$ cat src/sv/sepc_pkg.sv
// ----------------------------------------------------------------------------
// sepc_pkg: shared types and constants of the speed ellipse point classifier
// Payload structures of the query and result channels, register indexes,
// register reset values and the fixed widths of the datapath.
// ----------------------------------------------------------------------------
`default_nettype none

package sepc_pkg;

	localparam int AXIS_W     = 16;
	localparam int CFG_IDX_W  = 3;
	localparam int CFG_DATA_W = 16;
	localparam int RAD_W      = 32;  // vel_x^2 + vel_y^2
	localparam int ROOT_W     = 16;  // floor of its square root
	localparam int SQ_W       = 31;  // square of one signed coordinate
	localparam int SLOPE_Q_W  = 17;  // shrink term, saturated beyond this

	typedef struct packed {
		logic signed [AXIS_W-1:0] vel_x;
		logic signed [AXIS_W-1:0] vel_y;
		logic signed [AXIS_W-1:0] point_x;
		logic signed [AXIS_W-1:0] point_y;
	} query_t;

	typedef struct packed {
		logic                     is_inside;
		logic                     is_outside;
		logic                     is_on;
		logic                     degenerate;
		logic        [AXIS_W-1:0] semi_a;
		logic signed [AXIS_W-1:0] semi_b;
	} result_t;

	typedef enum logic [CFG_IDX_W-1:0] {
		CFG_A_MIN   = 3'd0,
		CFG_A_GAIN  = 3'd1,
		CFG_B_MIN   = 3'd2,
		CFG_B_MAX   = 3'd3,
		CFG_V0      = 3'd4,
		CFG_STRETCH = 3'd5,
		CFG_TOL     = 3'd6
	} cfg_reg_t;

	localparam logic [AXIS_W-1:0] RST_A_MIN  = 16'd737;
	localparam logic [AXIS_W-1:0] RST_A_GAIN = 16'd2171;
	localparam logic [AXIS_W-1:0] RST_B_MIN  = 16'd819;
	localparam logic [AXIS_W-1:0] RST_B_MAX  = 16'd1024;
	localparam logic [AXIS_W-1:0] RST_V0     = 16'd0;
	localparam logic              RST_STRETCH = 1'b1;
	localparam logic [AXIS_W-1:0] RST_TOL    = 16'd41;

endpackage

`default_nettype wire

$ cat src/sv/sepc_sqrt.sv
// ----------------------------------------------------------------------------
// sepc_sqrt: pipelined integer square root
// Digit-by-digit root of a 32-bit radicand, two root bits per stage, with a
// sideband word and a valid bit travelling alongside.
// ----------------------------------------------------------------------------
`default_nettype none

module sepc_sqrt #(
	parameter int SBW = 1
) (
	input  wire logic                          clk,
	input  wire logic                          arst_n,
	input  wire logic                          en,
	input  wire logic                          in_valid,
	input  wire logic [sepc_pkg::RAD_W-1:0]    in_rad,
	input  wire logic [SBW-1:0]                in_sb,
	output logic                               out_valid,
	output logic [sepc_pkg::ROOT_W-1:0]        out_root,
	output logic [SBW-1:0]                     out_sb
);

	localparam int RW  = sepc_pkg::RAD_W;
	localparam int QW  = sepc_pkg::ROOT_W;
	localparam int SPS = 2;
	localparam int NST = (QW + SPS - 1) / SPS;
	localparam int TW  = RW + 2;

	logic          v_s    [NST];
	logic [RW-1:0] rem_s  [NST];
	logic [QW-1:0] root_s [NST];
	logic [SBW-1:0] sb_s  [NST];

	for (genvar st = 0; st < NST; st++) begin : g_stage
		logic           v_c;
		logic [RW-1:0]  rem_c, rem_n;
		logic [QW-1:0]  root_c, root_n;
		logic [SBW-1:0] sb_c;

		if (st == 0) begin : g_head
			assign v_c    = in_valid;
			assign rem_c  = in_rad;
			assign root_c = '0;
			assign sb_c   = in_sb;
		end else begin : g_body
			assign v_c    = v_s[st-1];
			assign rem_c  = rem_s[st-1];
			assign root_c = root_s[st-1];
			assign sb_c   = sb_s[st-1];
		end

		// Try to set root bit bi: (r + 2^bi)^2 - r^2 = r*2^(bi+1) + 2^(2*bi).
		always_comb begin
			logic [TW-1:0] trial;
			int            bi;
			rem_n  = rem_c;
			root_n = root_c;
			trial  = '0;
			bi     = 0;
			for (int k = 0; k < SPS; k++) begin
				bi = QW - 1 - (st * SPS + k);
				if (bi >= 0) begin
					trial = ({{(TW-QW){1'b0}}, root_n} << (bi + 1)) + (TW'(1) << (2 * bi));
					if ({{(TW-RW){1'b0}}, rem_n} >= trial) begin
						rem_n  = rem_n - trial[RW-1:0];
						root_n = root_n | (QW'(1) << bi);
					end
				end
			end
		end

		always_ff @(posedge clk or negedge arst_n) begin
			if (!arst_n) begin
				v_s[st] <= 1'b0;
			end else if (en) begin
				v_s[st] <= v_c;
			end
		end

		always_ff @(posedge clk) begin
			if (en) begin
				rem_s[st]  <= rem_n;
				root_s[st] <= root_n;
				sb_s[st]   <= sb_c;
			end
		end
	end

	assign out_valid = v_s[NST-1];
	assign out_root  = root_s[NST-1];
	assign out_sb    = sb_s[NST-1];

endmodule

`default_nettype wire

$ cat config.mk
export PLATFORM = sky130hd
export DESIGN_NAME = sepc_sqrt
export DESIGN_NICKNAME = d
export VERILOG_FILES = /design/src/sv/sepc_pkg.sv /design/src/sv/sepc_sqrt.sv
export SDC_FILE = /design/constraint.sdc
export NUM_CORES = 1
export LEC_CHECK = 0
export BUFFER_PORTS_ARGS = -buffer_cell sky130_fd_sc_hd__buf_2
export CAP_MARGIN = 20
export CORE_MARGIN = 2
export CORE_UTILIZATION = 40
export CTS_BUF_LIST = sky130_fd_sc_hd__clkbuf_4 sky130_fd_sc_hd__clkbuf_8
export DETAILED_ROUTE_END_ITERATION = 10
export PLACE_DENSITY_LB_ADDON = 0.25
export SYNTH_ARGS = -nofsm -noshare
export SYNTH_HDL_FRONTEND = slang
export SYNTH_SLANG_ARGS = --single-unit
$ cat constraint.sdc
create_clock -name clk -period 12 [get_ports clk]
set_clock_uncertainty 0.2 [all_clocks]
set_input_delay 1.2 -clock clk [delete_from_list [all_inputs] [get_ports clk]]
set_output_delay 1.2 -clock clk [all_outputs]
set_load 0.02 [all_outputs]
==> results of run 1 <==
-- logic make-up after synthesis --
| family | after synthesis | synth area share (%) |
|---|---|---|
| and+or+nand+nor | 616 | 15.9 |
| AOI/OAI and AO/OA | 448 | 14.5 |
| DFF | 312 | 46.6 |
| xor gates and xnor gates | 172 | 7.56 |
| buffers and inverters | 169 | 3.34 |
| adders and majority gates | 157 | 9.81 |
| muxes | 43 | 2.30 |
-- cells in the mapped netlist, drive strengths merged (5+ instances only) --
master	count	area (um^2)
a2111oi	6	52.6
a211oi	13	115
a21boi	6	45.1
a21o	53	398
a21oi	146	731
a311o	5	50.1
a31o	6	52.6
a31oi	9	56.3
and2	15	96.4
and3	15	93.8
buf	16	92.6
clkbuf	26	97.6
dfrtp	8	200
edfxtp	304	9130
ha	157	1960
inv	126	473
mux2	25	282
mux2i	18	180
nand2	127	479
nand2b	27	169
nand3	42	225
nand3b	10	75.1
nand4	36	231
nor2	159	597
nor2b	19	119
nor3	43	220
nor4	47	307
nor4b	5	50.0
o211ai	7	52.6
o21a	24	180
o21ai	91	455
o21bai	10	75.1
o311ai	8	70.1
o31a	5	43.8
o31ai	14	105
o41ai	5	43.8
or2	9	56.3
or3	26	163
or4	17	135
xnor2	100	883
xor2	72	631
-- flip-flops by register name, indices dropped and copies added, names as in the netlist --
name,flops
g_stage.v_c,7
out_valid,1
rem_s,224
root_s,72
sb_s,8
-- how the worst min path moves through the flow --
| stage | cells past startpoint | start | to |
|---|---|---|---|
| 2_1_floorplan | 0 | sb_s[0][0] | sb_s[0][1] |
| 3_3_place_gp | 0 | sb_s[0][2] | sb_s[0][3] |
| 3_5_place_dp | 0 | sb_s[0][0] | sb_s[0][1] |
| 4_1_cts | 1 | arst_n | g_stage[6].v_c |
| 5_1_grt | 1 | arst_n | g_stage[4].v_c |
| 6_report | 1 | arst_n | g_stage[2].v_c |
-- layer usage --
metal	GRT usage [%]	part of all wire, %
met4	7.71	3.9
met2	32.7	51
met3	2.64	4.0
met5	0	0
met1	20.0	41
-- layout make-up --
type                    count  area share (%)
clock buffers              69            4.00
clock inverters            30            1.23
inverters                 127            2.15
multi-input cells        1436            45.3
flip-flops and latches    312            42.1
well taps                 672            3.79
repair buffers             61            1.50
-- worst max-delay path, cell delays in order (launching register included) --
cell and delay, ns:
edfxtp_1 0.39, inv_1 0.11, ha_1 0.30, a21oi_1 0.18
o21ai_0 0.23, a221oi_1 0.66, and2_1 0.41, nand2_2 0.30
inv_1 0.49, nand2_1 0.10, nand2_1 0.12, ha_1 0.30
o21ai_0 0.31, a221oi_1 0.17, nor2b_1 0.13, o21ai_0 0.12
nor2b_1 0.17, a211o_1 0.23, a21oi_1 0.29, nand4_2 0.64
and3_1 0.49, nand4b_1 0.14, xnor2_1 0.08
-- where the power goes --
part           internal (mW)  switching, mW  total, mW
Combinational          0.870           1.17       2.04
Clock                  0.578          0.453       1.03
Sequential              1.51          0.169       1.68
==> metrics.csv, run 1 <==
stage;metric;value;unit
outcome;outcome;completed;
cells_and_area;area grow syn2layout;10.7;%
yosys;Net Count, Synth;2111;
drt;Detail Route Antenna Nets;0;
global_route;largest net degree at the start of global routing;99;
floorplan;Die X;228;um
cells_and_area;share of cells above drive strength 1;10.1;%
worst_setup_path;Crit. End Element;register;
power;Total Power;4.75;mW
yosys;yosys synthesis warning count;0;
cells_and_area;register area;9330;um^2
worst_setup_path;worst r2r src;root_s[1][21];
timing;clock period minus worst slack;6.84;ns
timing;slew at the pin with the worst max-slew slack;0.972;ns
placement;Detailed Place HPWL;35500;um
global_route;grt total ovfl;0;
flow_run;maxcap violations;0;
placement;RD Place Congestion;0.898;
global_route;GRT Util Overall;17.6;%
yosys;Yosys reg bits;312;
worst_setup_path;worst r2r dst;rem_s[6][27];
worst_setup_path;WP data required;12.18;ns
cells_and_area;Final nets;2186;
yosys;sequential fraction of the synthesis area;46.6;%
worst_setup_path;Worst Setup EP;rem_s[6][27];
worst_setup_path;Startpoint Class;register;
floorplan;io pins;55;
clock_network;Resized Gates After CTS;0;
drt;DRC violations left;0;
yosys;library cells used by synthesis;86;
floorplan;Core Area;49800;um^2
timing;hold_ws;0.185;ns
cells_and_area;post-route cell area;22200;um^2
cells_and_area;multi-input logic area;10000;um^2
global_route;first-pass GRT wire length;74800;um
placement;Post-DP Area;21000;um^2
timing;final hold violations;0;
floorplan;Die Span Y;228;um
clock_network;CTS Buf Count;54;
worst_setup_path;WP data arrival;7.02;ns
yosys;Cells after Synth;1917;
timing;RSZ-0062 raised after global routing;false;
floorplan;die area;51900;um^2
yosys;Async S/R FF share, synth;2.56;%
worst_hold_path;worst hold path type;primary input to asynchronous set/reset pin;
cells_and_area;most frequent cells in the layout;304 x edfxtp_1, 159 x nor2_1, 157 x ha_1, 146 x a21oi_1, 126 x nand2_1;
timing;final cycle utilization of the critical path;57.0;%
cells_and_area;final cell count without fillers;2707;
floorplan;Initial Utilization;40.3;%
timing;max-slew violations;0;
clock_network;Post-CTS Setup Inserts;0;
yosys;number of flops mapped to enable cells by yosys;304;
cells_and_area;# diodes;0;
yosys;Top FF cell, synth;edfxtp_1;
timing;Max transition margin;35.2;%
timing;fmax;146;MHz
drt;Routed WL per cell;17.2;um
worst_setup_path;crit-path max FO;28;
drt;DRT Pass-1 Iters;7;
drt;via count;14700;
floorplan;num rows;82;
timing;setup total negative slack;0;ns
timing;Final Setup Violations;0;
power;peak supply drop;0.148;mV
cells_and_area;most common cell after layout, fill and taps aside;edfxtp_1;
clock_network;post-cts hold buffer count;0;
power;Lkg Pwr;8.76;nW
clock_network;Clock Latency Late Sink;0.65;ns
power;Pwr Density;214;nW/um^2
drt;drt total wl;46500;um
yosys;synthesized area;20000;um^2
clock_network;Max clock buf depth;3;
clock_network;CTS tree;yes;
yosys;Avg Inst Size Synth;10.5;um^2
global_route;vias in the first global route;14800;
worst_setup_path;critical path class;register to register;
placement;Place WS;5.29;ns
clock_network;CTS H-tree depth;2;
drt;Vias/cell;5.43;
placement;Placed Cells;2608;
cells_and_area;final core utilization;44.6;%
clock_network;Reg clk slew, reported paths;0.06;ns
cells_and_area;filler instances;4666;
global_route;antenna violations before repair;0;
clock_network;# clock sinks;312;
timing;slack of the critical path;5.16;ns
worst_setup_path;crit path from;root_s[1][21];
worst_setup_path;slack of the worst reg-to-reg path;5.16;ns
worst_setup_path;Reg2Reg Depth;22;
placement;IO Port Bufs;54;
clock_network;Clk Tree Root Cell;clkbuf_8;
drt;DR iter-0 viols;739;
Note: power is estimated with default switching activity, not from simulation.
==> run 2, diff against run 1 <==
clock period = 6.95 ns   (was 12 ns; I/O delays follow)
==> metrics.csv, run 2 (synthesis results as in run 1) <==
stage;metric;value;unit
cells_and_area;final cell count without fillers;2741;
cells_and_area;Final nets;2222;
cells_and_area;register area;9330;um^2
power;Pwr Density;368;nW/um^2
floorplan;io pins;55;
drt;DRT Pass-1 Iters;7;
worst_setup_path;WP data required;7.14;ns
clock_network;Clock Latency Late Sink;0.69;ns
timing;Final Setup Violations;0;
placement;Post-DP Area;21100;um^2
clock_network;CTS Buf Count;56;
worst_setup_path;crit-path max FO;27;
global_route;first-pass GRT wire length;76500;um
global_route;met1 Track Usage GR;20.0;%
power;Sequential Power Share;34.9;%
placement;IO Port Bufs;54;
floorplan;Die Span Y;228;um
worst_setup_path;Startpoint Class;register;
power;Lkg Pwr;8.93;nW
drt;drt total wl;47000;um
timing;slack of the critical path;0.674;ns
worst_setup_path;slack of the worst reg-to-reg path;0.67;ns
timing;final cycle utilization of the critical path;90.3;%
placement;Placed Cells;2612;
worst_setup_path;Reg2Reg Depth;19;
cells_and_area;most frequent cells in the layout;304 x edfxtp_1, 159 x nor2_1, 157 x ha_1, 146 x a21oi_1, 126 x nand2_1;
global_route;global route hottest layer;met2;
cells_and_area;Top Registers;rem_s x224, root_s x72, sb_s x8;
floorplan;Core Area;49800;um^2
clock_network;post-cts hold buffer count;30;
clock_network;# clock sinks;312;
global_route;grt total ovfl;0;
global_route;vias in the first global route;15400;
worst_setup_path;WP data arrival;6.47;ns
drt;DR iter-0 viols;660;
drt;via count;14900;
global_route;global routing met2 resource utilization;33.3;%
timing;clock period minus worst slack;6.28;ns
worst_hold_path;Hold Path Depth;2;
placement;RD Place Congestion;0.914;
drt;Detail Route Antenna Nets;0;
clock_network;CTS H-tree depth;2;
timing;setup total negative slack;0;ns
floorplan;num rows;82;
timing;RSZ-0062 raised after global routing;false;
timing;slew at the pin with the worst max-slew slack;1.04;ns
cells_and_area;filler instances;4655;
cells_and_area;area grow syn2layout;12.6;%
drt;DRC violations left;0;
worst_setup_path;CP max stage delay;0.64;ns
global_route;met3 usage;2.86;%
clock_network;CTS tree;yes;
clock_network;Max clock buf depth;3;
floorplan;Initial Utilization;40.3;%
clock_network;Reg clk slew, reported paths;0.06;ns
placement;Place WS;0.841;ns
worst_hold_path;min-delay src;in_valid;
power;peak supply drop;0.239;mV
clock_network;Resized Gates After CTS;0;
cells_and_area;multi-input logic area;10000;um^2
cells_and_area;final core utilization;45.3;%
worst_setup_path;critical path class;register to register;
global_route;GRT Util Overall;18.0;%
flow_run;maxcap violations;0;
cells_and_area;max FFs per register;224;
clock_network;Post-CTS Setup Inserts;0;
cells_and_area;post-route cell area;22500;um^2
power;Total Power;8.29;mW
outcome;outcome;completed;
worst_setup_path;Critical Path Most Common Cell;o21ai_0;
drt;Vias/cell;5.44;
power;clock network power share;22.1;%
power;Sw Ratio;37.9;%
global_route;largest net degree at the start of global routing;183;
timing;fmax;159;MHz
cells_and_area;most common cell after layout, fill and taps aside;edfxtp_1;
drt;Routed WL per cell;17.1;um
worst_hold_path;worst hold path type;primary input to register;
worst_setup_path;Crit. End Element;register;
power;switching pwr;3.14;mW
worst_setup_path;worst r2r dst;rem_s[6][18];
global_route;antenna violations before repair;0;
cells_and_area;# diodes;0;
worst_setup_path;worst r2r src;rem_s[5][9];
cells_and_area;share of cells above drive strength 1;10.1;%
timing;max-slew violations;0;
placement;Detailed Place HPWL;35500;um
clock_network;Clk Tree Root Cell;clkbuf_8;
worst_setup_path;crit path cell chain;ha_1, a21oi_1, o21ai_0, a221oi_1, and2_1, nand2_2, inv_1, o31ai_1, ha_1, o21ai_0, a221oi_1, nor2b_1, o21ai_0, nor2b_1, a211o_1, a21oi_1, nand4_2, buf_4, mux2_2;
worst_setup_path;slowest stage cell, crit path;a221oi_1;
timing;final hold violations;0;
floorplan;die area;51900;um^2
cells_and_area;Most flops, register;rem_s;
timing;Max transition margin;30.5;%
worst_hold_path;Hold EP;g_stage[1].v_c;
floorplan;Die X;228;um
timing;hold_ws;0.0758;ns
power;combinational share of power;43.1;%
power;Int Pwr;5.15;mW
[run 2: changes by cell type in the layout (fill, tap and decap cells not counted)]
cell           delta
dlygate4sd3_1    +30
clkbuf_4          +6
buf_4             +3
clkinv_2          -3
clkinvlp_4        -2
buf_12            +1
clkinv_1          -1
inv_16            +1
inv_8             -1
[run 2: worst max-delay path by stage]
stage,from,endpoint,slack (ns),cells past startpoint
final,rem_s[5][9],rem_s[6][18],0.67,19
after detailed placement,rem_s[5][9],rem_s[6][14],0.84,19
after floorplan,rem_s[4][17],rem_s[5][21],1.57,22
after global routing,root_s[1][21],rem_s[6][25],0.25,21
after global placement,rem_s[5][9],rem_s[6][14],0.89,19
after CTS,rem_s[5][9],rem_s[6][18],0.79,19
[run 2: layout make-up]
type	instances	area share (%)
Timing Repair Buffer	95	3.00
Clock inverter	24	1.10
Inverter	127	2.12
Sequential cell	312	41.4
Tap cell	672	3.73
Clock buffer	75	4.13
Multi-Input combinational cell	1436	44.5
[run 2: routing by layer]
layer  vias to the layer above  wire (um)
li1                       7384          -
met1                      7069      19100
met2                       335      23900
met3                       126       1750
met4                         0       2250
met5                         -          0
[run 2: power by group through the flow]
stage                     logic, mW  registers (mW)  clock network, mW
after floorplan                2.78            2.82                  0
after global placement         3.43            2.92                  0
after detailed placement       3.51            2.93                  0
after global routing           4.00            2.94               1.97
after CTS                      3.55            2.89               1.89
final                          3.57            2.89               1.83
[run 2: worst max-delay path, delay by kind of cell, from the launching register on]
family / cells / cell delay, ns
muxes: 1 / 0.37
AOI/OAI and AO/OA: 9 / 2.24
DFF: 1 / 0.40
adders and majority gates: 2 / 0.81
and+or+nand+nor: 5 / 1.19
buffers and inverters: 2 / 0.80
