$ cat config.mk
export PLATFORM = sky130hd
export DESIGN_NAME = sepc_div
export DESIGN_NICKNAME = d
export VERILOG_FILES = /design/src/sv/sepc_div.sv
export SDC_FILE = /design/constraint.sdc
export NUM_CORES = 1
export LEC_CHECK = 0
export ABC_CLOCK_PERIOD_IN_PS = 8300
export BUFFER_PORTS_ARGS = -buffer_cell sky130_fd_sc_hd__buf_2
export CORE_ASPECT_RATIO = 1.25
export CORE_UTILIZATION = 65
export CTS_BUF_LIST = sky130_fd_sc_hd__clkbuf_16
export DETAILED_ROUTE_END_ITERATION = 7
export GPL_TIMING_DRIVEN = 0
export PLACE_DENSITY = 0.87
export SKIP_CTS_REPAIR_TIMING = 1
export SYNTH_ARGS = -nofsm -noshare
export SYNTH_HDL_FRONTEND = slang
export SYNTH_SLANG_ARGS = --single-unit
export TNS_END_PERCENT = 30
$ cat constraint.sdc
create_clock -name clk -period 8.3 [get_ports clk]
set_input_delay 1.245 -clock clk [delete_from_list [all_inputs] [get_ports clk]]
set_output_delay 1.245 -clock clk [all_outputs]
set_load 0.05 [all_outputs]
$ cat src/sv/sepc_div.sv
// ----------------------------------------------------------------------------
// sepc_div: pipelined saturating unsigned divider
// Restoring long division, a few quotient bits per stage. A quotient that
// does not fit in QW bits comes out as all ones.
// ----------------------------------------------------------------------------
`default_nettype none

module sepc_div #(
	parameter int NW  = 32,
	parameter int DW  = 16,
	parameter int QW  = 17,
	parameter int SPS = 2,
	parameter int SBW = 1
) (
	input  wire logic           clk,
	input  wire logic           arst_n,
	input  wire logic           en,
	input  wire logic           in_valid,
	input  wire logic [NW-1:0]  in_num,
	input  wire logic [DW-1:0]  in_den,
	input  wire logic [SBW-1:0] in_sb,
	output logic                out_valid,
	output logic [QW-1:0]       out_quo,
	output logic [SBW-1:0]      out_sb
);

	localparam int CW  = ((NW > DW + QW) ? NW : DW + QW) + 1;
	localparam int NST = (QW + SPS - 1) / SPS;

	logic           v_s   [NST];
	logic           ovf_s [NST];
	logic [CW-1:0]  rem_s [NST];
	logic [DW-1:0]  den_s [NST];
	logic [QW-1:0]  quo_s [NST];
	logic [SBW-1:0] sb_s  [NST];

	for (genvar st = 0; st < NST; st++) begin : g_stage
		logic           v_c, ovf_c;
		logic [CW-1:0]  rem_c, rem_n;
		logic [DW-1:0]  den_c;
		logic [QW-1:0]  quo_c, quo_n;
		logic [SBW-1:0] sb_c;

		if (st == 0) begin : g_head
			assign v_c   = in_valid;
			assign rem_c = {{(CW-NW){1'b0}}, in_num};
			assign den_c = in_den;
			assign quo_c = '0;
			assign sb_c  = in_sb;
			assign ovf_c = ({{(CW-NW){1'b0}}, in_num} >= ({{(CW-DW){1'b0}}, in_den} << QW));
		end else begin : g_body
			assign v_c   = v_s[st-1];
			assign rem_c = rem_s[st-1];
			assign den_c = den_s[st-1];
			assign quo_c = quo_s[st-1];
			assign sb_c  = sb_s[st-1];
			assign ovf_c = ovf_s[st-1];
		end

		always_comb begin
			logic [CW-1:0] trial;
			int            bi;
			rem_n = rem_c;
			quo_n = quo_c;
			trial = '0;
			bi    = 0;
			for (int k = 0; k < SPS; k++) begin
				bi = QW - 1 - (st * SPS + k);
				if (bi >= 0) begin
					trial = {{(CW-DW){1'b0}}, den_c} << bi;
					if (rem_n >= trial) begin
						rem_n = rem_n - trial;
						quo_n = quo_n | (QW'(1) << bi);
					end
				end
			end
		end

		always_ff @(posedge clk or negedge arst_n) begin
			if (!arst_n) begin
				v_s[st] <= 1'b0;
			end else if (en) begin
				v_s[st] <= v_c;
			end
		end

		always_ff @(posedge clk) begin
			if (en) begin
				ovf_s[st] <= ovf_c;
				rem_s[st] <= rem_n;
				den_s[st] <= den_c;
				quo_s[st] <= quo_n;
				sb_s[st]  <= sb_c;
			end
		end
	end

	assign out_valid = v_s[NST-1];
	assign out_quo   = ovf_s[NST-1] ? '1 : quo_s[NST-1];
	assign out_sb    = sb_s[NST-1];

endmodule

`default_nettype wire

==> results.md, run 1 <==
* Simple logic cell fraction of the synthesized area at 16.1%
* Top post-synthesis cells by area: edfxtp_1, ha_1, xnor2_1
* CP Max Fanout at 10
* # rows at 95
* Total Nets Final at 4,099
* Post-detailed-placement half-perimeter wirelength at 67,900 µm
* Seq/Total Area, Yosys at 43.0%
* Vias in the first global route at 29,200
* CTS tree: done
* CTS root buf: clkbuf_16
* H-tree Lvls at 2
* CTS clk-pin slew, worst paths at 0.07 ns
* Worst slew pin tran at 1.29 ns
* Clock insertion delay at the later pin of the skew report at 0.63 ns
* LEAKAGE at 15.4 nW
* Synth warn at 0
* Fmax at 124 MHz
* Leading area contributor after synthesis: edfxtp_1
* Post-Syn Area at 35,900 µm²
* Die H at 265 µm
* Vias per std cell at 6.34
* Syn Area/Cell at 9.94 µm²
* Max Clock Skew at 0.0258 ns
* Global-route wire length before repair at 143,000 µm
* VDD IR-drop max at 272 µV
* Status: finished clean
* Setup violators final at 0
* Die area at 56,200 µm²
* IO Port Bufs at 71
* Share of the synthesized area in the top cell type at 42.4%
* Largest family of logic cells by synthesized area: simple AND/OR/NAND/NOR gates
* GRT Total Usage at 32.7%
* Total power at 15.9 mW
* Total CTS buffers at 52
* Largest net degree at the start of global routing at 138
* Most frequent CP cell: inv_1
* P per Cell Area at 408 nW/µm²
* Critical path required time at 8.66 ns
* Adder-Cell Fraction of Synth Area at 10.9%
* Worst Setup End Kind: flop
* Post-synth ARST share at 1.74%
* Syn_nets at 3,970
* DRT iter0 DRCs at 2,055
* Mapped Cells at 3,614
* Ports at 72
* CP peak stage delay at 0.55 ns
* Initial antenna violation count at 1
* RePlAce Congestion at 0.965
* Placement Setup Slack at 0.0773 ns
* Total iterations of the first detailed-routing run at 6
* Final Hold Viols at 0
* Syn-to-layout area delta at 8.89%
* Max transition margin at 12.8%
* Routed Antenna Nets at 0
* Chip Width at 212 µm
* Worst setup SP type: flop
* # diodes at 0
* Post-Route WL at 91,400 µm
* Max-cap violations at 0
* CP arrival at 8.41 ns
* Seq cells post-synth at 516
* Worst hold path class: flop to flop
* Compound-Gate Fraction of Synth Area at 15.8%
* Post-synth EDFFs at 507
* Clock buffer depth at 3
* RSZ-0062 raised after global routing: false
* Netlist cell types at 93
* Fin crit period at 8.06 ns
* Starting Density at 66.3%
* # DRC at 0
* Filler instances at 3,760
* Total number of vias at 28,600
* Core ar. at 54,200 µm²
* Synth Flop Type: edfxtp_1
* Sink Count at 516
* Post-route clock period utilization at 97.1%
* Core Util, Final at 72.1%
* Synth Area in XOR/XNOR at 7.39%
* Final worst slack at 0.245 ns
* Grt ovf at 0
* Layout cells sized above 1 at 8.35%
* Pins Over Slew Limit at 0
* Mux cell area share after synthesis at 3.19%
* Max stage delay cell, worst path: nor2_1
* Wire length per cell at 20.3 µm
* Crit path kind: flop to flop
==> per-layer routing <==
layer / GRT usage, % / vias up / wire, µm
met5: 0 / - / 0
met4: 31.8 / 0 / 9580
met3: 5.49 / 498 / 4480
met2: 61.2 / 1117 / 47800
met1: 28.8 / 13300 / 29600
li1: - / 13700 / -
==> cell usage after synthesis, drive strengths merged (15+ instances only) <==
| library cell | number |
|---|---|
| edfxtp | 507 |
| nand2 | 320 |
| ha | 287 |
| a21oi | 272 |
| inv | 264 |
| nor2 | 254 |
| o21ai | 210 |
| xnor2 | 205 |
| nor3 | 102 |
| a21o | 98 |
| xor2 | 97 |
| mux2 | 92 |
| nand3 | 91 |
| clkbuf | 58 |
| nand4 | 50 |
| nor4 | 49 |
| o21a | 49 |
| nand2b | 48 |
| or2 | 40 |
| nor2b | 39 |
| o21bai | 31 |
| o31ai | 29 |
| a211oi | 28 |
| and3 | 28 |
| a31oi | 27 |
| o211ai | 27 |
| or3 | 22 |
| or4 | 19 |
| fa | 16 |
| and2 | 15 |
| nor3b | 15 |
==> final timing paths <==
| check | start | to | slack [ns] | cells past startpoint |
|---|---|---|---|---|
| hold / removal | sb_s[0][2]$_DFFE_PP_ | sb_s[0][3]$_DFFE_PP_ | 0.42 | 0 |
| hold reg to reg | sb_s[0][2]$_DFFE_PP_ | sb_s[0][3]$_DFFE_PP_ | 0.42 | 0 |
| setup reg to reg | rem_s[0][174]$_DFFE_PP_ | rem_s[0][209]$_DFFE_PP_ | 0.24 | 28 |
| setup / recovery | rem_s[0][174]$_DFFE_PP_ | rem_s[0][209]$_DFFE_PP_ | 0.24 | 28 |
| max in group asynchronous | arst_n | g_stage[8].v_c$_DFFE_PN0P_ | 7.65 | 1 |
| min in group asynchronous | arst_n | g_stage[1].v_c$_DFFE_PN0P_ | 0.47 | 1 |
==> cell families after synthesis <==
kind of cell    after synthesis
simple gates               1152
mux                         103
flops                       516
compound gates              901
fa+ha+maj                   303
buf+inv                     337
xor+xnor                    302
==> placed cells by master (no fill, tap or decap), drive strengths merged, types with 102 or more instances in the layout <==
master | Yosys | final
nor2 | 254 | 254
nand2 | 320 | 320
ha | 287 | 287
xnor2 | 205 | 205
nor3 | 102 | 102
edfxtp | 507 | 507
inv | 264 | 280
clkbuf | 58 | 110
a21oi | 272 | 272
o21ai | 210 | 210
==> worst max-delay path, delay by kind of cell, from the launching register on <==
family,cells,cell delay (ns)
buf+inv,8,1.80
simple gates,7,1.78
compound gates,10,2.84
fa+ha+maj,3,0.96
flops,1,0.40
==> through the flow <==
step,TNS (ns),instance area [µm²],hold slack (ns),instances
2_1_floorplan,0,35900,0.400,3614
3_3_place_gp,-566.44,37200,0.400,4412
3_5_place_dp,0,37300,0.405,4415
4_1_cts,-0.522,39100,0.415,4509
5_1_grt,0,39100,0.422,4510
6_report,0,39100,0.419,4510
==> flip-flops by register name, summed over array words and instances (netlist names) <==
name,flops
g_stage.v_c,8
den_s,128
out_valid,1
rem_s,272
quo_s,89
ovf_s,9
sb_s,9
==> final cells by class <==
type                    count  area (µm²)  share of cell area [%]
well taps                 727         910                    2.33
multi-input cells        2761       19200                    49.1
clock inverters            42         489                    1.25
plain buffers              72         298                   0.761
repair buffers             75         455                    1.16
inverters                 265         995                    2.54
clock buffers              52        1300                    3.33
flip-flops and latches    516       15400                    39.5
==> where the power goes <==
part | switching, mW | internal, mW | leakage, nW | total, mW
clock | 1.01 | 1.45 | 0.924 | 2.47
sequential | 0.409 | 3.88 | 4.98 | 4.29
combinational | 5.26 | 3.93 | 9.49 | 9.19
No activity file was read; power rests on OpenSTA's default activity.
==> run 2, diff against run 1 <==
--- a/config.mk
+++ b/config.mk
@@ -5,6 +5,7 @@
 export SDC_FILE = /design/constraint.sdc
 export NUM_CORES = 1
 export LEC_CHECK = 0
+export ABC_AREA = 1
 export ABC_CLOCK_PERIOD_IN_PS = 8300
 export BUFFER_PORTS_ARGS = -buffer_cell sky130_fd_sc_hd__buf_2
 export CORE_ASPECT_RATIO = 1.25
==> run 2 against run 1 <==
Synthesized cell count grew 45%. Die area up 12%. Flip-flop and latch count unchanged. Combinational power increased by 13%. First-iteration DRC count up 51%. Largest cell class unchanged. Highest routed layer unchanged.
==> results.md, run 2 <==
* Synth cell count leaders: nand2_1, inv_1, edfxtp_1, nor2_1, nand3_1 (was edfxtp_1, nand2_1, ha_1, a21oi_1, inv_1)
* Wire length per cell at 17.7 µm (was 20.3 µm)
* Post-Route WL at 111,000 µm (was 91,400 µm)
* Grt ovf at 0 (unchanged)
* Worst setup SP type: flop (unchanged)
* Netlist cell types at 60 (was 93)
* Core ar. at 60,900 µm² (was 54,200 µm²)
* Status: finished clean (unchanged)
* Setup violators final at 0 (unchanged)
* LEAKAGE at 20.0 nW (was 15.4 nW)
* RePlAce Congestion at 1.04 (was 0.965)
* Total power at 17.1 mW (was 15.9 mW)
* Clock power share at 13.7% (was 15.5%)
* Synth warn at 0 (unchanged)
* P_sw at 8.21 mW (was 6.68 mW)
* Syn Area/Cell at 7.66 µm² (was 9.94 µm²)
* Die H at 280 µm (was 265 µm)
* Initial antenna violation count at 3 (was 1)
* DRT iter0 DRCs at 3,098 (was 2,055)
* Crit path kind: flop to flop (unchanged)
* Vias in the first global route at 34,200 (was 29,200)
* Ports at 72 (unchanged)
* GRT Total Usage at 35.0% (was 32.7%)
* Seq cells post-synth at 516 (unchanged)
* Routed Antenna Nets at 0 (unchanged)
* H-tree Lvls at 2 (unchanged)
* Fmax at 165 MHz (was 124 MHz)
* Sink Count at 516 (unchanged)
* Post-synth ARST share at 1.74% (unchanged)
* Syn-to-layout area delta at 7.91% (was 8.89%)
* Post-detailed-placement half-perimeter wirelength at 88,500 µm (was 67,900 µm)
* Syn_nets at 5,608 (was 3,970)
* Vias per std cell at 5.73 (was 6.34)
* Final worst slack at 2.26 ns (was 0.245 ns)
* Worst hold slack at 0.413 ns (was 0.419 ns)
* Placement Setup Slack at 1.92 ns (was 0.0773 ns)
* Critical path required time at 8.64 ns (was 8.66 ns)
* Commonest non-fill, non-tap cell in the layout: nand2_1 (was edfxtp_1)
* Total CTS buffers at 51 (was 52)
* Sequential Power Share at 25.2% (was 26.9%)
* VDD IR-drop max at 321 µV (was 272 µV)
* Final Hold Viols at 0 (unchanged)
* P per Cell Area at 393 nW/µm² (was 408 nW/µm²)
* Top post-synthesis cells by area: edfxtp_1, nand2_1, ha_1 (was edfxtp_1, ha_1, xnor2_1)
* Die area at 62,900 µm² (was 56,200 µm²)
* Commonest non-fill, non-tap cells in the layout: nand2_1, inv_1, edfxtp_1 (was edfxtp_1, nand2_1, ha_1)
* CP arrival at 6.39 ns (was 8.41 ns)
* Clock insertion delay at the later pin of the skew report at 0.64 ns (was 0.63 ns)
* Post-synth EDFFs at 507 (unchanged)
* Share of the synthesized area in the top cell type at 37.8% (was 42.4%)
* Placed instance area at 41,700 µm² (was 37,300 µm²)
* Clock buffer depth at 3 (unchanged)
* Post-Syn Area at 40,200 µm² (was 35,900 µm²)
* Total number of vias at 35,800 (was 28,600)
* RSZ-0062 raised after global routing: false (unchanged)
* CP peak stage delay at 0.45 ns (was 0.55 ns)
* Post-route cell area at 43,400 µm² (was 39,100 µm²)
* Most flops, register: rem_s (unchanged)
* Leading area contributor after synthesis: edfxtp_1 (unchanged)
* Starting Density at 66.0% (was 66.3%)
* Filler instances at 4,931 (was 3,760)
* Worst Setup End Kind: flop (unchanged)
* Max-cap violations at 0 (unchanged)
* CTS tree: done (unchanged)
* Layout cells sized above 1 at 8.56% (was 8.35%)
* IO Port Bufs at 71 (unchanged)
* Internal power at 8.84 mW (was 9.27 mW)
* Comb power frac at 61.1% (was 57.6%)
* # DRC at 0 (unchanged)
* Core Util, Final at 71.3% (was 72.1%)
* CTS root buf: clkbuf_16 (unchanged)
* Most frequent CP cell: nand2_1 (was inv_1)
* Max stage delay cell, worst path: fa_1 (was nor2_1)
* Top-count cell post-synth: nand2_1 (was edfxtp_1)
* Largest net degree at the start of global routing at 139 (was 138)
* Busiest grt layer: met2 (unchanged)
* Met2 Resource Use GR at 62.8% (was 61.2%)
* Largest regs: rem_s: 272 flops, den_s: 128 flops, quo_s: 89 flops (unchanged)
* Max reg flops at 272 (unchanged)
* Switching share of power at 48.1% (was 41.9%)
* Total iterations of the first detailed-routing run at 7 (was 6)
* Total Nets Final at 5,735 (was 4,099)
* Fin crit period at 6.04 ns (was 8.06 ns)
* Global-route wire length before repair at 173,000 µm (was 143,000 µm)
* # rows at 101 (was 95)
* Max Clock Skew at 0.0279 ns (was 0.0258 ns)
* CTS clk-pin slew, worst paths at 0.07 ns (about the same)
* Synth Flop Type: edfxtp_1 (unchanged)
* Mapped Cells at 5,252 (was 3,614)
* Seq/Total Area, Yosys at 38.4% (was 43.0%)
* CP Max Fanout at 10 (unchanged)
* Chip Width at 225 µm (was 212 µm)
* Met1 Usage GRT at 39.0% (was 28.8%)
* Grt met3 use at 3.78% (was 5.49%)
* Post-route clock period utilization at 72.8% (was 97.1%)
* Worst slew pin tran at 0.810 ns (was 1.29 ns)
* Pins Over Slew Limit at 0 (unchanged)
* Worst hold path class: flop to flop (unchanged)
* Max transition margin at 45.5% (was 12.8%)
-- run 2: metrics by stage --
step           setup TNS (ns)  instances
2_1_floorplan               0       5252
4_1_cts                     0       6246
3_5_place_dp                0       6150
5_1_grt                     0       6248
6_report                    0       6248
3_3_place_gp          -592.44       6147
-- run 2: layer usage --
layer,wire (µm),vias up
li1,-,17600
met1,41600,16400
met2,54800,1387
met3,6140,406
met4,8240,0
met5,0,-
-- run 2: worst max-delay path: cells and delay by family (launching register included) --
kind                       cells  cell delay (ns)
buffers and inverters          8             1.38
DFF                            1             0.42
and+or+nand+nor               21             2.21
adders and majority gates      3             1.01
AOI/OAI and AO/OA              3             0.71
-- run 2: power by group through the flow --
stage          clock network [mW]  logic [mW]  registers [mW]
6_report                     2.34        10.4            4.30
2_1_floorplan                   0        8.00            4.14
4_1_cts                      2.36        10.2            4.29
3_3_place_gp                    0        9.93            4.36
3_5_place_dp                    0        10.1            4.34
5_1_grt                      2.45        11.6            4.33
-- run 2: path summary, 6_finish.rpt --
check	from	end	slack, ns	cells after the start
max	rem_s[0][46]$_DFFE_PP_	rem_s[0][93]$_DFFE_PP_	2.26	35
min	quo_s[0][113]$_DFFE_PP_	quo_s[0][130]$_DFFE_PP_	0.41	0
max reg2reg	rem_s[0][46]$_DFFE_PP_	rem_s[0][93]$_DFFE_PP_	2.26	35
min reg2reg	quo_s[0][113]$_DFFE_PP_	quo_s[0][130]$_DFFE_PP_	0.41	0
max in group asynchronous	arst_n	g_stage[3].v_c$_DFFE_PN0P_	7.65	1
min in group asynchronous	arst_n	g_stage[8].v_c$_DFFE_PN0P_	0.47	1
-- run 2: final cells by class --
| cell class | count | area (µm²) | area share (%) |
|---|---|---|---|
| tap | 824 | 1030 | 2.38 |
| clock inverter | 44 | 395 | 0.911 |
| timing repair buffer | 74 | 448 | 1.03 |
| multi-input combinational | 3915 | 21500 | 49.5 |
| sequential | 516 | 15400 | 35.6 |
| clock buffer | 52 | 1300 | 3.00 |
| inverter | 755 | 2840 | 6.53 |
| buffer | 66 | 452 | 1.04 |
| antenna | 2 | 5.00 | 0.0115 |
-- run 2: cells by family after synthesis --
kind of cell	synth area share, %
AO/OA/AOI/OAI	8.74
flip-flops	38.4
AND/OR/NAND/NOR	29.7
buffers and inverters	8.17
multiplexers	0.0560
XOR/XNOR	5.16
adder cells (fa/ha/maj)	9.72
